<file path="config.mk">
export PLATFORM = sky130hd
export DESIGN_NAME = ir_adc_to_distance_interp
export DESIGN_NICKNAME = d
export VERILOG_FILES = /design/src/rtl/core/irdist_pkg.sv /design/src/rtl/core/irdist_div.sv /design/src/rtl/core/ir_adc_to_distance_interp.sv
export SDC_FILE = /design/constraint.sdc
export NUM_CORES = 1
export LEC_CHECK = 0
export BUFFER_PORTS_ARGS = -buffer_cell sky130_fd_sc_hd__buf_2
export CAP_MARGIN = 25
export CORE_MARGIN = 3
export CORE_UTILIZATION = 26
export CTS_CLUSTER_SIZE = 28
export DETAILED_ROUTE_END_ITERATION = 10
export MAX_ROUTING_LAYER = met4
export PLACE_DENSITY_LB_ADDON = 0.08
export SETUP_SLACK_MARGIN = 0.4
export SYNTH_ARGS = -nofsm -noshare
export SYNTH_HDL_FRONTEND = slang
export SYNTH_HIERARCHICAL = 1
export SYNTH_SLANG_ARGS = --single-unit
</file>
<file path="constraint.sdc">
create_clock -name clk -period 5.75 [get_ports clk]
set_input_delay 0.2875 -clock clk [delete_from_list [all_inputs] [get_ports clk]]
set_output_delay 0.2875 -clock clk [all_outputs]
set_load 0.02 [all_outputs]
</file>
<file path="src/rtl/core/irdist_pkg.sv">
// ----------------------------------------------------------------------------
// irdist_pkg
// Shared widths, defaults and the fixed sensor breakpoint and distance tables
// for the infrared range linearizer.
// ----------------------------------------------------------------------------
package irdist_pkg;

  localparam int SAMPLE_W   = 12;  // converter reading, also breakpoint width
  localparam int CM_W       = 10;  // table distance in whole centimeters
  localparam int DIST_W     = 15;  // distance result, fixed point
  localparam int SEG_W      = 4;   // segment index result
  localparam int STEP_W     = 4;   // per-segment step register
  localparam int SLOT_W     = 5;   // index into the 32 table slots
  localparam int TABLE_SLOTS = 32;

  localparam logic [STEP_W-1:0] STEP_RESET = 4'd5;

  localparam int TABLE_ENTRIES = 15;
  localparam int FRACTION_BITS = 8;

  // Descending converter breakpoints; unused slots read as zero.
  function automatic logic [SAMPLE_W-1:0] bp_at(input logic [SLOT_W-1:0] idx);
    logic [SAMPLE_W-1:0] v;
    case (idx)
      5'd0:    v = 12'd4095;
      5'd1:    v = 12'd3050;
      5'd2:    v = 12'd1980;
      5'd3:    v = 12'd1370;
      5'd4:    v = 12'd950;
      5'd5:    v = 12'd830;
      5'd6:    v = 12'd730;
      5'd7:    v = 12'd650;
      5'd8:    v = 12'd570;
      5'd9:    v = 12'd530;
      5'd10:   v = 12'd460;
      5'd11:   v = 12'd390;
      5'd12:   v = 12'd330;
      5'd13:   v = 12'd300;
      default: v = '0;
    endcase
    return v;
  endfunction

  // Distance at each breakpoint in centimeters; unused slots read as zero.
  function automatic logic [CM_W-1:0] cm_at(input logic [SLOT_W-1:0] idx);
    logic [CM_W-1:0] v;
    case (idx)
      5'd0:    v = 10'd0;
      5'd1:    v = 10'd10;
      5'd2:    v = 10'd15;
      5'd3:    v = 10'd20;
      5'd4:    v = 10'd25;
      5'd5:    v = 10'd30;
      5'd6:    v = 10'd35;
      5'd7:    v = 10'd40;
      5'd8:    v = 10'd45;
      5'd9:    v = 10'd50;
      5'd10:   v = 10'd55;
      5'd11:   v = 10'd60;
      5'd12:   v = 10'd65;
      5'd13:   v = 10'd70;
      5'd14:   v = 10'd999;
      default: v = '0;
    endcase
    return v;
  endfunction

endpackage

</file>
<file path="src/rtl/core/irdist_div.sv">
// ----------------------------------------------------------------------------
// irdist_div
// Pipelined restoring divider for the segment fraction: one quotient bit per
// stage, numerator never above the divisor, elastic valid/ready per stage.
// ----------------------------------------------------------------------------
module irdist_div #(
  parameter int QBITS = irdist_pkg::FRACTION_BITS + 1,
  parameter int TAG_W = irdist_pkg::SEG_W
) (
  input  logic                          clk,
  input  logic                          rst,
  input  logic                          in_valid,
  output logic                          in_ready,
  input  logic [irdist_pkg::SAMPLE_W-1:0] in_num,
  input  logic [irdist_pkg::SAMPLE_W-1:0] in_den,
  input  logic [TAG_W-1:0]              in_tag,
  output logic                          out_valid,
  input  logic                          out_ready,
  output logic [QBITS-1:0]              out_quot,
  output logic [TAG_W-1:0]              out_tag
);

  localparam int VAL_W = irdist_pkg::SAMPLE_W;

  logic [QBITS-1:0] vld;
  logic [QBITS-1:0] rdy;
  logic [VAL_W-1:0] rem  [QBITS];
  logic [VAL_W-1:0] den  [QBITS];
  logic [QBITS-1:0] quot [QBITS];
  logic [TAG_W-1:0] tag  [QBITS];

  for (genvar j = 0; j < QBITS; j++) begin : g_stage
    logic             vin;
    logic [VAL_W-1:0] din;
    logic [QBITS-1:0] qin;
    logic [TAG_W-1:0] tin;
    logic [VAL_W:0]   trial;
    logic             hit;

    if (j == 0) begin : g_first
      assign vin   = in_valid;
      assign din   = in_den;
      assign qin   = '0;
      assign tin   = in_tag;
      assign trial = {1'b0, in_num};
    end else begin : g_next
      assign vin   = vld[j-1];
      assign din   = den[j-1];
      assign qin   = quot[j-1];
      assign tin   = tag[j-1];
      // remainder stays below the divisor, so the doubled value fits
      assign trial = {rem[j-1], 1'b0};
    end

    if (j == QBITS - 1) begin : g_last_rdy
      assign rdy[j] = ~vld[j] | out_ready;
    end else begin : g_mid_rdy
      assign rdy[j] = ~vld[j] | rdy[j+1];
    end

    assign hit = (trial >= {1'b0, din});

    always_ff @(posedge clk) begin
      if (rst) begin
        vld[j] <= 1'b0;
      end else if (rdy[j]) begin
        vld[j] <= vin;
      end
    end

    always_ff @(posedge clk) begin
      if (rdy[j] && vin) begin
        rem[j]  <= hit ? VAL_W'(trial - {1'b0, din}) : trial[VAL_W-1:0];
        den[j]  <= din;
        quot[j] <= {qin[QBITS-2:0], hit};
        tag[j]  <= tin;
      end
    end
  end

  assign in_ready  = rdy[0];
  assign out_valid = vld[QBITS-1];
  assign out_quot  = quot[QBITS-1];
  assign out_tag   = tag[QBITS-1];

endmodule

</file>
<file path="src/rtl/core/ir_adc_to_distance_interp.sv">
// ----------------------------------------------------------------------------
// ir_adc_to_distance_interp
// Infrared range-sensor linearizer: piecewise linear lookup from a 12-bit
// converter reading to a distance in centimeters with fraction bits.
// ----------------------------------------------------------------------------
// One word is taken per cycle while the output is not stalled. Each word passes
// through the registered stages in order: the breakpoint search, the segment
// span, the bit-per-stage fraction divider, and the scale and add into the
// output register. Every stage has its own valid bit and fills bubbles, so a
// stalled output holds every result while the stages upstream keep taking
// words until the pipeline is full.
// segment_step_cm may only be changed while no word is in flight.
module ir_adc_to_distance_interp #(
  parameter int TABLE_ENTRIES = irdist_pkg::TABLE_ENTRIES,
  parameter int FRACTION_BITS = irdist_pkg::FRACTION_BITS
) (
  input  logic        clk,
  input  logic        rst,
  input  logic        cfg_we,
  input  logic [3:0]  cfg_wdata,     // segment_step_cm
  input  logic        s_tvalid,
  output logic        s_tready,
  input  logic [15:0] s_tdata,       // [11:0] adc_sample, [15:12] zero
  output logic        m_tvalid,
  input  logic        m_tready,
  output logic [23:0] m_tdata        // [14:0] distance_q8, [18:15] segment_index,
                                     // [23:19] zero
);

  localparam int SAMPLE_W = irdist_pkg::SAMPLE_W;
  localparam int SLOT_W   = irdist_pkg::SLOT_W;
  localparam int LAST_SEG = TABLE_ENTRIES - 2;
  localparam int K_W      = (TABLE_ENTRIES - 1 > 1) ? $clog2(TABLE_ENTRIES - 1) : 1;
  localparam int QBITS    = FRACTION_BITS + 1;
  localparam int SUM_W    = irdist_pkg::CM_W + FRACTION_BITS + 1;
  localparam int PROD_W   = QBITS + irdist_pkg::STEP_W;

  // configuration
  logic [irdist_pkg::STEP_W-1:0] segment_step_cm;

  always_ff @(posedge clk) begin
    if (rst) begin
      segment_step_cm <= irdist_pkg::STEP_RESET;
    end else if (cfg_we) begin
      segment_step_cm <= cfg_wdata;
    end
  end

  // stage A: breakpoint search
  logic                a_vld;
  logic                a_rdy;
  logic [SAMPLE_W-1:0] a_sample;
  logic [K_W-1:0]      a_k;
  logic [SAMPLE_W-1:0] in_sample;
  logic [K_W-1:0]      k_sel;

  // stage B: segment span
  logic                b_vld;
  logic                b_rdy;
  logic [SAMPLE_W-1:0] b_num;
  logic [SAMPLE_W-1:0] b_den;
  logic [K_W-1:0]      b_k;
  logic [SAMPLE_W-1:0] bp_hi;
  logic [SAMPLE_W-1:0] bp_lo;
  logic [SAMPLE_W-1:0] num_raw;
  logic [SAMPLE_W-1:0] span;
  logic                seg_ok;

  // divider
  logic                div_in_ready;
  logic                div_out_valid;
  logic [QBITS-1:0]    div_quot;
  logic [K_W-1:0]      div_k;

  // stage C: output register
  logic                c_vld;
  logic                c_rdy;
  logic [irdist_pkg::DIST_W-1:0] c_dist;
  logic [irdist_pkg::SEG_W-1:0]  c_seg;
  logic [SUM_W-1:0]    base_q;
  logic [PROD_W-1:0]   step_q;
  logic [SUM_W-1:0]    dist_sum;

  assign in_sample = s_tdata[SAMPLE_W-1:0];

  // largest segment whose upper breakpoint is at or above the sample
  always_comb begin
    k_sel = '0;
    for (int i = 0; i <= LAST_SEG; i++) begin
      if (irdist_pkg::bp_at(SLOT_W'(i)) >= in_sample) begin
        k_sel = K_W'(i);
      end
    end
  end

  assign a_rdy    = ~a_vld | b_rdy;
  assign s_tready = a_rdy;

  always_ff @(posedge clk) begin
    if (rst) begin
      a_vld <= 1'b0;
    end else if (a_rdy) begin
      a_vld <= s_tvalid;
    end
  end

  always_ff @(posedge clk) begin
    if (a_rdy && s_tvalid) begin
      a_sample <= in_sample;
      a_k      <= k_sel;
    end
  end

  assign bp_hi   = irdist_pkg::bp_at(SLOT_W'(a_k));
  assign bp_lo   = irdist_pkg::bp_at(SLOT_W'(a_k) + SLOT_W'(1));
  assign num_raw = bp_hi - a_sample;
  assign span    = bp_hi - bp_lo;
  assign seg_ok  = (bp_hi >= a_sample) && (bp_hi > bp_lo);

  assign b_rdy = ~b_vld | div_in_ready;

  always_ff @(posedge clk) begin
    if (rst) begin
      b_vld <= 1'b0;
    end else if (b_rdy) begin
      b_vld <= a_vld;
    end
  end

  // flat or unreachable segment: force a zero fraction with a unit divisor
  always_ff @(posedge clk) begin
    if (b_rdy && a_vld) begin
      b_k <= a_k;
      if (seg_ok) begin
        b_num <= (num_raw > span) ? span : num_raw;
        b_den <= span;
      end else begin
        b_num <= '0;
        b_den <= SAMPLE_W'(1);
      end
    end
  end

  irdist_div #(
    .QBITS (QBITS),
    .TAG_W (K_W)
  ) u_div (
    .clk       (clk),
    .rst       (rst),
    .in_valid  (b_vld),
    .in_ready  (div_in_ready),
    .in_num    (b_num),
    .in_den    (b_den),
    .in_tag    (b_k),
    .out_valid (div_out_valid),
    .out_ready (c_rdy),
    .out_quot  (div_quot),
    .out_tag   (div_k)
  );

  assign base_q   = SUM_W'(irdist_pkg::cm_at(SLOT_W'(div_k))) << FRACTION_BITS;
  assign step_q   = PROD_W'(div_quot) * PROD_W'(segment_step_cm);
  assign dist_sum = base_q + SUM_W'(step_q);

  assign c_rdy = ~c_vld | m_tready;

  always_ff @(posedge clk) begin
    if (rst) begin
      c_vld <= 1'b0;
    end else if (c_rdy) begin
      c_vld <= div_out_valid;
    end
  end

  always_ff @(posedge clk) begin
    if (c_rdy && div_out_valid) begin
      c_dist <= dist_sum[irdist_pkg::DIST_W-1:0];
      c_seg  <= irdist_pkg::SEG_W'(div_k);
    end
  end

  assign m_tvalid = c_vld;
  assign m_tdata  = {5'd0, c_seg, c_dist};

endmodule
</file>
==> results.json, run 1 <==
{
  "ys_types": 82,
  "num_rows": 103,
  "grt_pass1_wl_um": 76000,
  "finalCriticalPeriod_ns": 5.03,
  "multi_input_area_mm2": 0.00985,
  "cts_tree": "done",
  "htree_levels": 2,
  "core_area_mm2": 0.0796,
  "netlist_area_mm2": 0.0211,
  "crit_family": "compound AO/OA/AOI/OAI gates",
  "cp_num_buf_inv": 2,
  "timing.rr.end": "b_num[3]",
  "grt_overflow_total": 0,
  "hold_ws_ns": 0.0647,
  "io_buffers": 41,
  "synth-seq-area-share_pct": 49.4,
  "swShare_pct": 29.2,
  "tightest_slew_ns": 0.894,
  "grt_usage_pct": 11.3,
  "cap_violations": 0,
  "worstSkewPairLatency_ns": 0.58,
  "dieHeight_um": 291,
  "drt_pass1_iterations": 6,
  "p_comb_share_pct": 23.6,
  "path_cells": "ha_1 > ha_4 > nand3_1 > nor2_1 > ha_1 > inv_1 > fa_1 > a211oi_2 > o21bai_1 > a21o_1 > xnor2_2 > ha_1 > a41oi_1 > o21ai_0 > a221o_1 > o22a_2 > buf_4 > nand2b_1 > a21oi_1",
  "powerDensity_mw_per_mm2": 296,
  "fill_cells": 8108,
  "antenna_cells": 0,
  "reg2reg_depth": 19,
  "fin_tns_setup_ns": 0,
  "reg2reg_slack_ns": 0.72,
  "synth_area_leader_cell": "edfxtp_1",
  "p_switching_mw": 2.10,
  "syn_to_final_growth_pct": 15.6,
  "yosys.cell_count.top_type": "edfxtp_1",
  "register_area_mm2": 0.0104,
  "holdPathStages": 3,
  "start_util_pct": 26.4,
  "slowest_delay_ns": 0.50,
  "worstHoldPathType": "primary input to flip-flop",
  "clockBufferDepth": 3,
  "vdd_drop_max_uv": 191,
  "place_congestion": 0.812,
  "cpMostUsedCell": "ha_1",
  "clock-root-buffer": "clkbuf_16",
  "die_w_um": 291,
  "drt_iter0_drc": 637,
  "yosys-top-cells-count": "edfxtp_1, inv_1, ha_1",
  "die_area_mm2": 0.0845,
  "viasPerCell": 4.55,
  "worstSetupStartpointType": "flip-flop",
  "setup_viol_count_final": 0,
  "grt_pass1_vias": 14400,
  "clock_power_share_pct": 36.3,
  "clock_sinks": 352,
  "critPathCaptureType": "flip-flop",
  "antenna_found_initial": 0,
  "drive_gt1_share_pct": 10.6,
  "power_frac_seq_pct": 40.1,
  "synth_edf_count": 336,
  "rsz0062_at_grt": "false",
  "r2r_start": "a_k[1]",
  "dp_hpwl_um": 35900,
  "crit_required_ns": 6.18,
  "vias": 13900,
  "drc_errors": 0,
  "startpoint": "a_k[1]",
  "setup_slack_ns": 0.720,
  "ys_seq_elements": 352,
  "wirelength_um": 46200,
  "numCtsBuffers": 46,
  "grt_max_degree": 37,
  "fin_crit_sh_pct": 87.5,
  "slowest_stage": "edfxtp_1",
  "outcome": "finished clean",
  "synth_top_cell_area_share_pct": 47.9,
  "cp_max_fo": 11,
  "p_leak_nw": 9.39,
  "syn_inst": 1867,
  "post_drt_wl_per_cell_um": 15.1,
  "hold_path_end": "segment_step_cm[3]",
  "top_level_ports": 51,
  "yosysWarnings": 6,
  "max_freq_mhz": 199,
  "crit_type": "flip-flop to flip-flop",
  "slew_violations": 0,
  "dp_slack_ns": 0.365,
  "min_from": "cfg_we",
  "syn_avg_cell_area_um2": 11.3,
  "fin_util_pct": 30.6,
  "relSlewSlack_pct": 40.3,
  "arrival_ns": 5.46,
  "nNetsFinal": 2210,
  "synth_ff_type": "edfxtp_1",
  "synth_area_leaders": "edfxtp_1, ha_1, inv_1, a21oi_1, fa_1",
  "finalHoldViolCount": 0,
  "async_flop_share_pct": 0,
  "fin_skew_ns": 0.0375,
  "path_clk_slew_ns": 0.06,
  "final_antenna_net_count": 0,
  "internal_power_mw": 5.10,
  "total_power_mw": 7.20
}
-- final cells by class --
type / instances / share of cell area (%)
sequential: 352 / 42.7
inverter: 198 / 3.05
multi-input combinational: 1282 / 40.4
clock inverter: 22 / 0.683
clock buffer: 59 / 4.93
timing repair buffer: 90 / 2.75
tap: 1050 / 5.39
-- cells by family (layout without fill, tap and decap cells) --
kind of cell	Yosys count	count (layout)	share of synthesized area, %
flops	352	352	49.4
compound gates	432	432	14.0
other cells	1	5	0.0178
xor+xnor	73	73	3.04
buf+inv	237	369	4.46
mux	75	75	4.05
fa+ha+maj	215	215	13.8
simple gates	482	482	11.3
-- how the worst max path moves through the flow --
stage / endpoint / slack (ns) / depth (start not counted)
final: b_num[3] / 0.72 / 19
after global routing: b_num[5] / 0.42 / 21
after floorplan: b_num[11] / 0.96 / 21
after global placement: b_num[1] / 0.41 / 19
after CTS: b_num[3] / 0.44 / 22
after detailed placement: b_num[8] / 0.36 / 19
-- worst min-delay path, cell delays in order --
cell and delay [ns]:
buf_2 0.15, mux2i_1 0.09, nor2_1 0.08
-- through the flow --
stage / cell area, um2 / cells
4_1_cts: 24200 / 3048
6_report: 24400 / 3053
5_1_grt: 24400 / 3053
3_5_place_dp: 22700 / 2948
3_3_place_gp: 22600 / 2947
2_1_floorplan: 21100 / 1871
-- power by group through the flow --
stage | Combinational [mW] | Sequential [mW] | Clock, mW
3_3_place_gp | 1.65 | 2.95 | 0
5_1_grt | 1.92 | 2.89 | 2.88
3_5_place_dp | 1.65 | 2.95 | 0
6_report | 1.70 | 2.89 | 2.61
4_1_cts | 1.69 | 2.89 | 2.76
2_1_floorplan | 1.19 | 2.93 | 0
-- flip-flops by register name, summed over array words and instances, names as in the netlist, 8 cells and up --
| register | count |
|---|---|
| a_sample | 12 |
| b_den | 12 |
| u_div/rem | 96 |
| u_div/den | 96 |
| u_div/g_stage.vin | 8 |
| b_num | 12 |
| c_dist | 15 |
| u_div/tag | 36 |
| u_div/quot | 45 |
-- routing by layer --
layer,track usage (%),vias up,wire length (um)
met5,-,-,0
met4,4.20,0,1530
met3,2.13,82,2060
met2,19.4,231,22700
met1,13.2,6552,19900
li1,-,7037,-
-- cells in the final DEF (no fill, tap or decap), drive strengths merged, types with 15 or more instances in the layout --
master       netlist  final
o31a              18     18
dlygate4sd3        0     19
inv              198    199
clkbuf            19     59
clkinv             0     18
o21ai             91     91
and2              30     30
nand4             15     15
nor2b             50     50
xnor2             52     52
xor2              21     21
nor2             127    127
o21a              42     42
ha               187    187
mux2              60     60
fa                28     28
mux2i             15     15
nand3             37     37
a21oi            112    112
a21o              24     24
buf               20     71
nand2            107    107
nand2b            26     26
edfxtp           336    336
nor3              37     37
a211oi            15     15
dfxtp             16     16
-- what timing repair did --
item | 4_1_cts | 5_1_grt
hold endpoints to repair | 17 | 0
endpoints found under the setup margin | 12 | 12
cloned | 0 | 0
gates resized for setup | 1 | 10
setup buffers | 0 | 2
hold buffers | 19 | 0
Note: power is estimated with default switching activity, not from simulation.
==> run 2, diff against run 1 <==
--- a/config.mk
+++ b/config.mk
@@ -6,11 +6,14 @@
 export NUM_CORES = 1
 export LEC_CHECK = 0
 export BUFFER_PORTS_ARGS = -buffer_cell sky130_fd_sc_hd__buf_2
-export CAP_MARGIN = 25
+export CAP_MARGIN = 40
+export CELL_PAD_IN_SITES_DETAIL_PLACEMENT = 1
+export CELL_PAD_IN_SITES_GLOBAL_PLACEMENT = 2
 export CORE_MARGIN = 3
 export CORE_UTILIZATION = 26
 export CTS_CLUSTER_SIZE = 28
 export DETAILED_ROUTE_END_ITERATION = 10
+export GPL_TIMING_DRIVEN = 0
 export MAX_ROUTING_LAYER = met4
 export PLACE_DENSITY_LB_ADDON = 0.08
 export SETUP_SLACK_MARGIN = 0.4
==> run 2 against run 1 <==
Compared with the run above:
- utilization increased by 0.37 points
- combinational power is 4% higher
- clock-buffer cell count fell by 3
- critical endpoint is now b_num[11]
==> results.json, run 2 (synthesis gave the netlist of run 1 again) <==
{
  "outcome": "finished clean",
  "max_freq_mhz": 198,
  "r2r_start": "a_k[1]",
  "grt_pass1_wl_um": 85400,
  "grt_overflow_total": 0,
  "critPathCaptureType": "flip-flop",
  "nNetsFinal": 2240,
  "worstSkewPairLatency_ns": 0.58,
  "arrival_ns": 5.34,
  "worstSetupStartpointType": "flip-flop",
  "fin_crit_sh_pct": 88.0,
  "finalCriticalPeriod_ns": 5.06,
  "min_from": "cfg_we",
  "antenna_found_initial": 0,
  "wirelength_um": 53000,
  "clock-root-buffer": "clkbuf_16",
  "cp_max_fo": 10,
  "hold_ws_ns": 0.0457,
  "vias": 14300,
  "grt_pass1_vias": 15400,
  "htree_levels": 2,
  "setup_viol_count_final": 0,
  "clock_sinks": 352,
  "numCtsBuffers": 45,
  "relSlewSlack_pct": 41.1,
  "num_rows": 103,
  "io_buffers": 41,
  "reg2reg_depth": 17,
  "drt_pass1_iterations": 5,
  "crit_end": "b_num[11]",
  "final_area_mm2": 0.0246,
  "drive_gt1_share_pct": 12.4,
  "startpoint": "a_k[1]",
  "layout_commonest_cell": "edfxtp_1",
  "post_drt_wl_per_cell_um": 17.2,
  "finalNonFillerCells": 3083,
  "largestRegisters": "u_div/den x96, u_div/rem x96, u_div/quot x45",
  "timing.rr.end": "b_num[11]",
  "crit_type": "flip-flop to flip-flop",
  "place_congestion": 0.789,
  "crit_required_ns": 6.03,
  "worstHoldPathType": "primary input to flip-flop",
  "start_util_pct": 26.4,
  "fill_cells": 8788,
  "dp_cells": 2973,
  "tightest_slew_ns": 0.882,
  "clockBufferDepth": 3,
  "drt_iter0_drc": 459,
  "grt_usage_pct": 12.9,
  "layout_common_cells": "edfxtp_1, inv_1, ha_1",
  "grt_max_degree": 33,
  "core_area_mm2": 0.0796,
  "cts_tree": "done",
  "syn_to_final_growth_pct": 17.0,
  "dieHeight_um": 291,
  "reg2reg_slack_ns": 0.69,
  "path_clk_slew_ns": 0.05,
  "p_leak_nw": 9.51,
  "final_antenna_net_count": 0,
  "rsz0062_at_grt": "false",
  "cap_violations": 0,
  "die_w_um": 291,
  "fin_skew_ns": 0.0205,
  "top_level_ports": 51,
  "slew_violations": 0,
  "viasPerCell": 4.64,
  "vdd_drop_max_uv": 204,
  "die_area_mm2": 0.0845,
  "dp_hpwl_um": 41700,
  "antenna_cells": 0,
  "powerDensity_mw_per_mm2": 298,
  "place_area_mm2": 0.0228,
  "drc_errors": 0,
  "finalHoldViolCount": 0
}
-- run 2: stage by stage --
step	power (mW)	utilization [%]	setup WS [ns]	setup TNS [ns]
6_report	7.34	31.0	0.689	0
5_1_grt	7.80	31.0	0.405	0
4_1_cts	7.45	30.8	0.401	0
3_5_place_dp	4.61	28.7	-0.361	-3.24
3_3_place_gp	4.59	28.4	-0.371	-3.35
2_1_floorplan	4.12	-	0.960	0
-- run 2: timing repair --
| action | in CTS | in global routing |
|---|---|---|
| hold endpoints to repair | 16 | 0 |
| hold buffers | 16 | 0 |
| endpoints found under the setup margin | 12 | 12 |
| pin swaps | 2 | 10 |
| buffers inserted | 9 | 5 |
| resized for setup | 16 | 36 |
-- run 2: critical path, cell delays in order, from the launching register on --
cell        delay [ns]
edfxtp_1          0.41
buf_4             0.19
clkinvlp_4        0.17
ha_1              0.30
mux2_2            0.29
o21ai_1           0.25
ha_1              0.34
a21o_1            0.27
a2111oi_4         0.44
a222oi_1          0.17
and4_1            0.25
ha_1              0.29
and4_1            0.24
a221o_1           0.40
o22a_2            0.27
buf_4             0.21
a41oi_1           0.19
a211oi_1          0.07
-- run 2: how the worst min path moves through the flow --
stage / to / cells past startpoint
after floorplan: m_tvalid / 1
after global placement: u_div/tag[0][11] / 0
after detailed placement: u_div/quot[0][47] / 0
after CTS: a_sample[10] / 1
after global routing: segment_step_cm[2] / 2
final: segment_step_cm[2] / 2
-- run 2: area by class of cell --
class / instances / area, um2 / share of cell area [%]
Sequential cell: 352 / 10400 / 42.2
Multi-Input combinational cell: 1282 / 9920 / 40.2
Tap cell: 1050 / 1310 / 5.33
Clock buffer: 56 / 1190 / 4.82
Inverter: 198 / 747 / 3.03
Timing Repair Buffer: 82 / 647 / 2.62
Buffer: 39 / 216 / 0.878
Clock inverter: 24 / 209 / 0.848
-- run 2: per-layer routing --
metal	vias to the layer above	track usage, %	wire length (um)
met4	0	3.87	1270
met3	73	1.89	1510
met5	-	-	0
met2	149	22.0	26200
li1	7086	-	-
met1	7005	15.8	24000
-- run 2: where the power goes --
| group | total, mW | switching, mW | leakage [nW] | internal [mW] |
|---|---|---|---|---|
| logic | 1.76 | 1.04 | 5.58 | 0.725 |
| registers | 2.89 | 0.0269 | 3.25 | 2.86 |
| clock network | 2.69 | 1.13 | 0.678 | 1.56 |
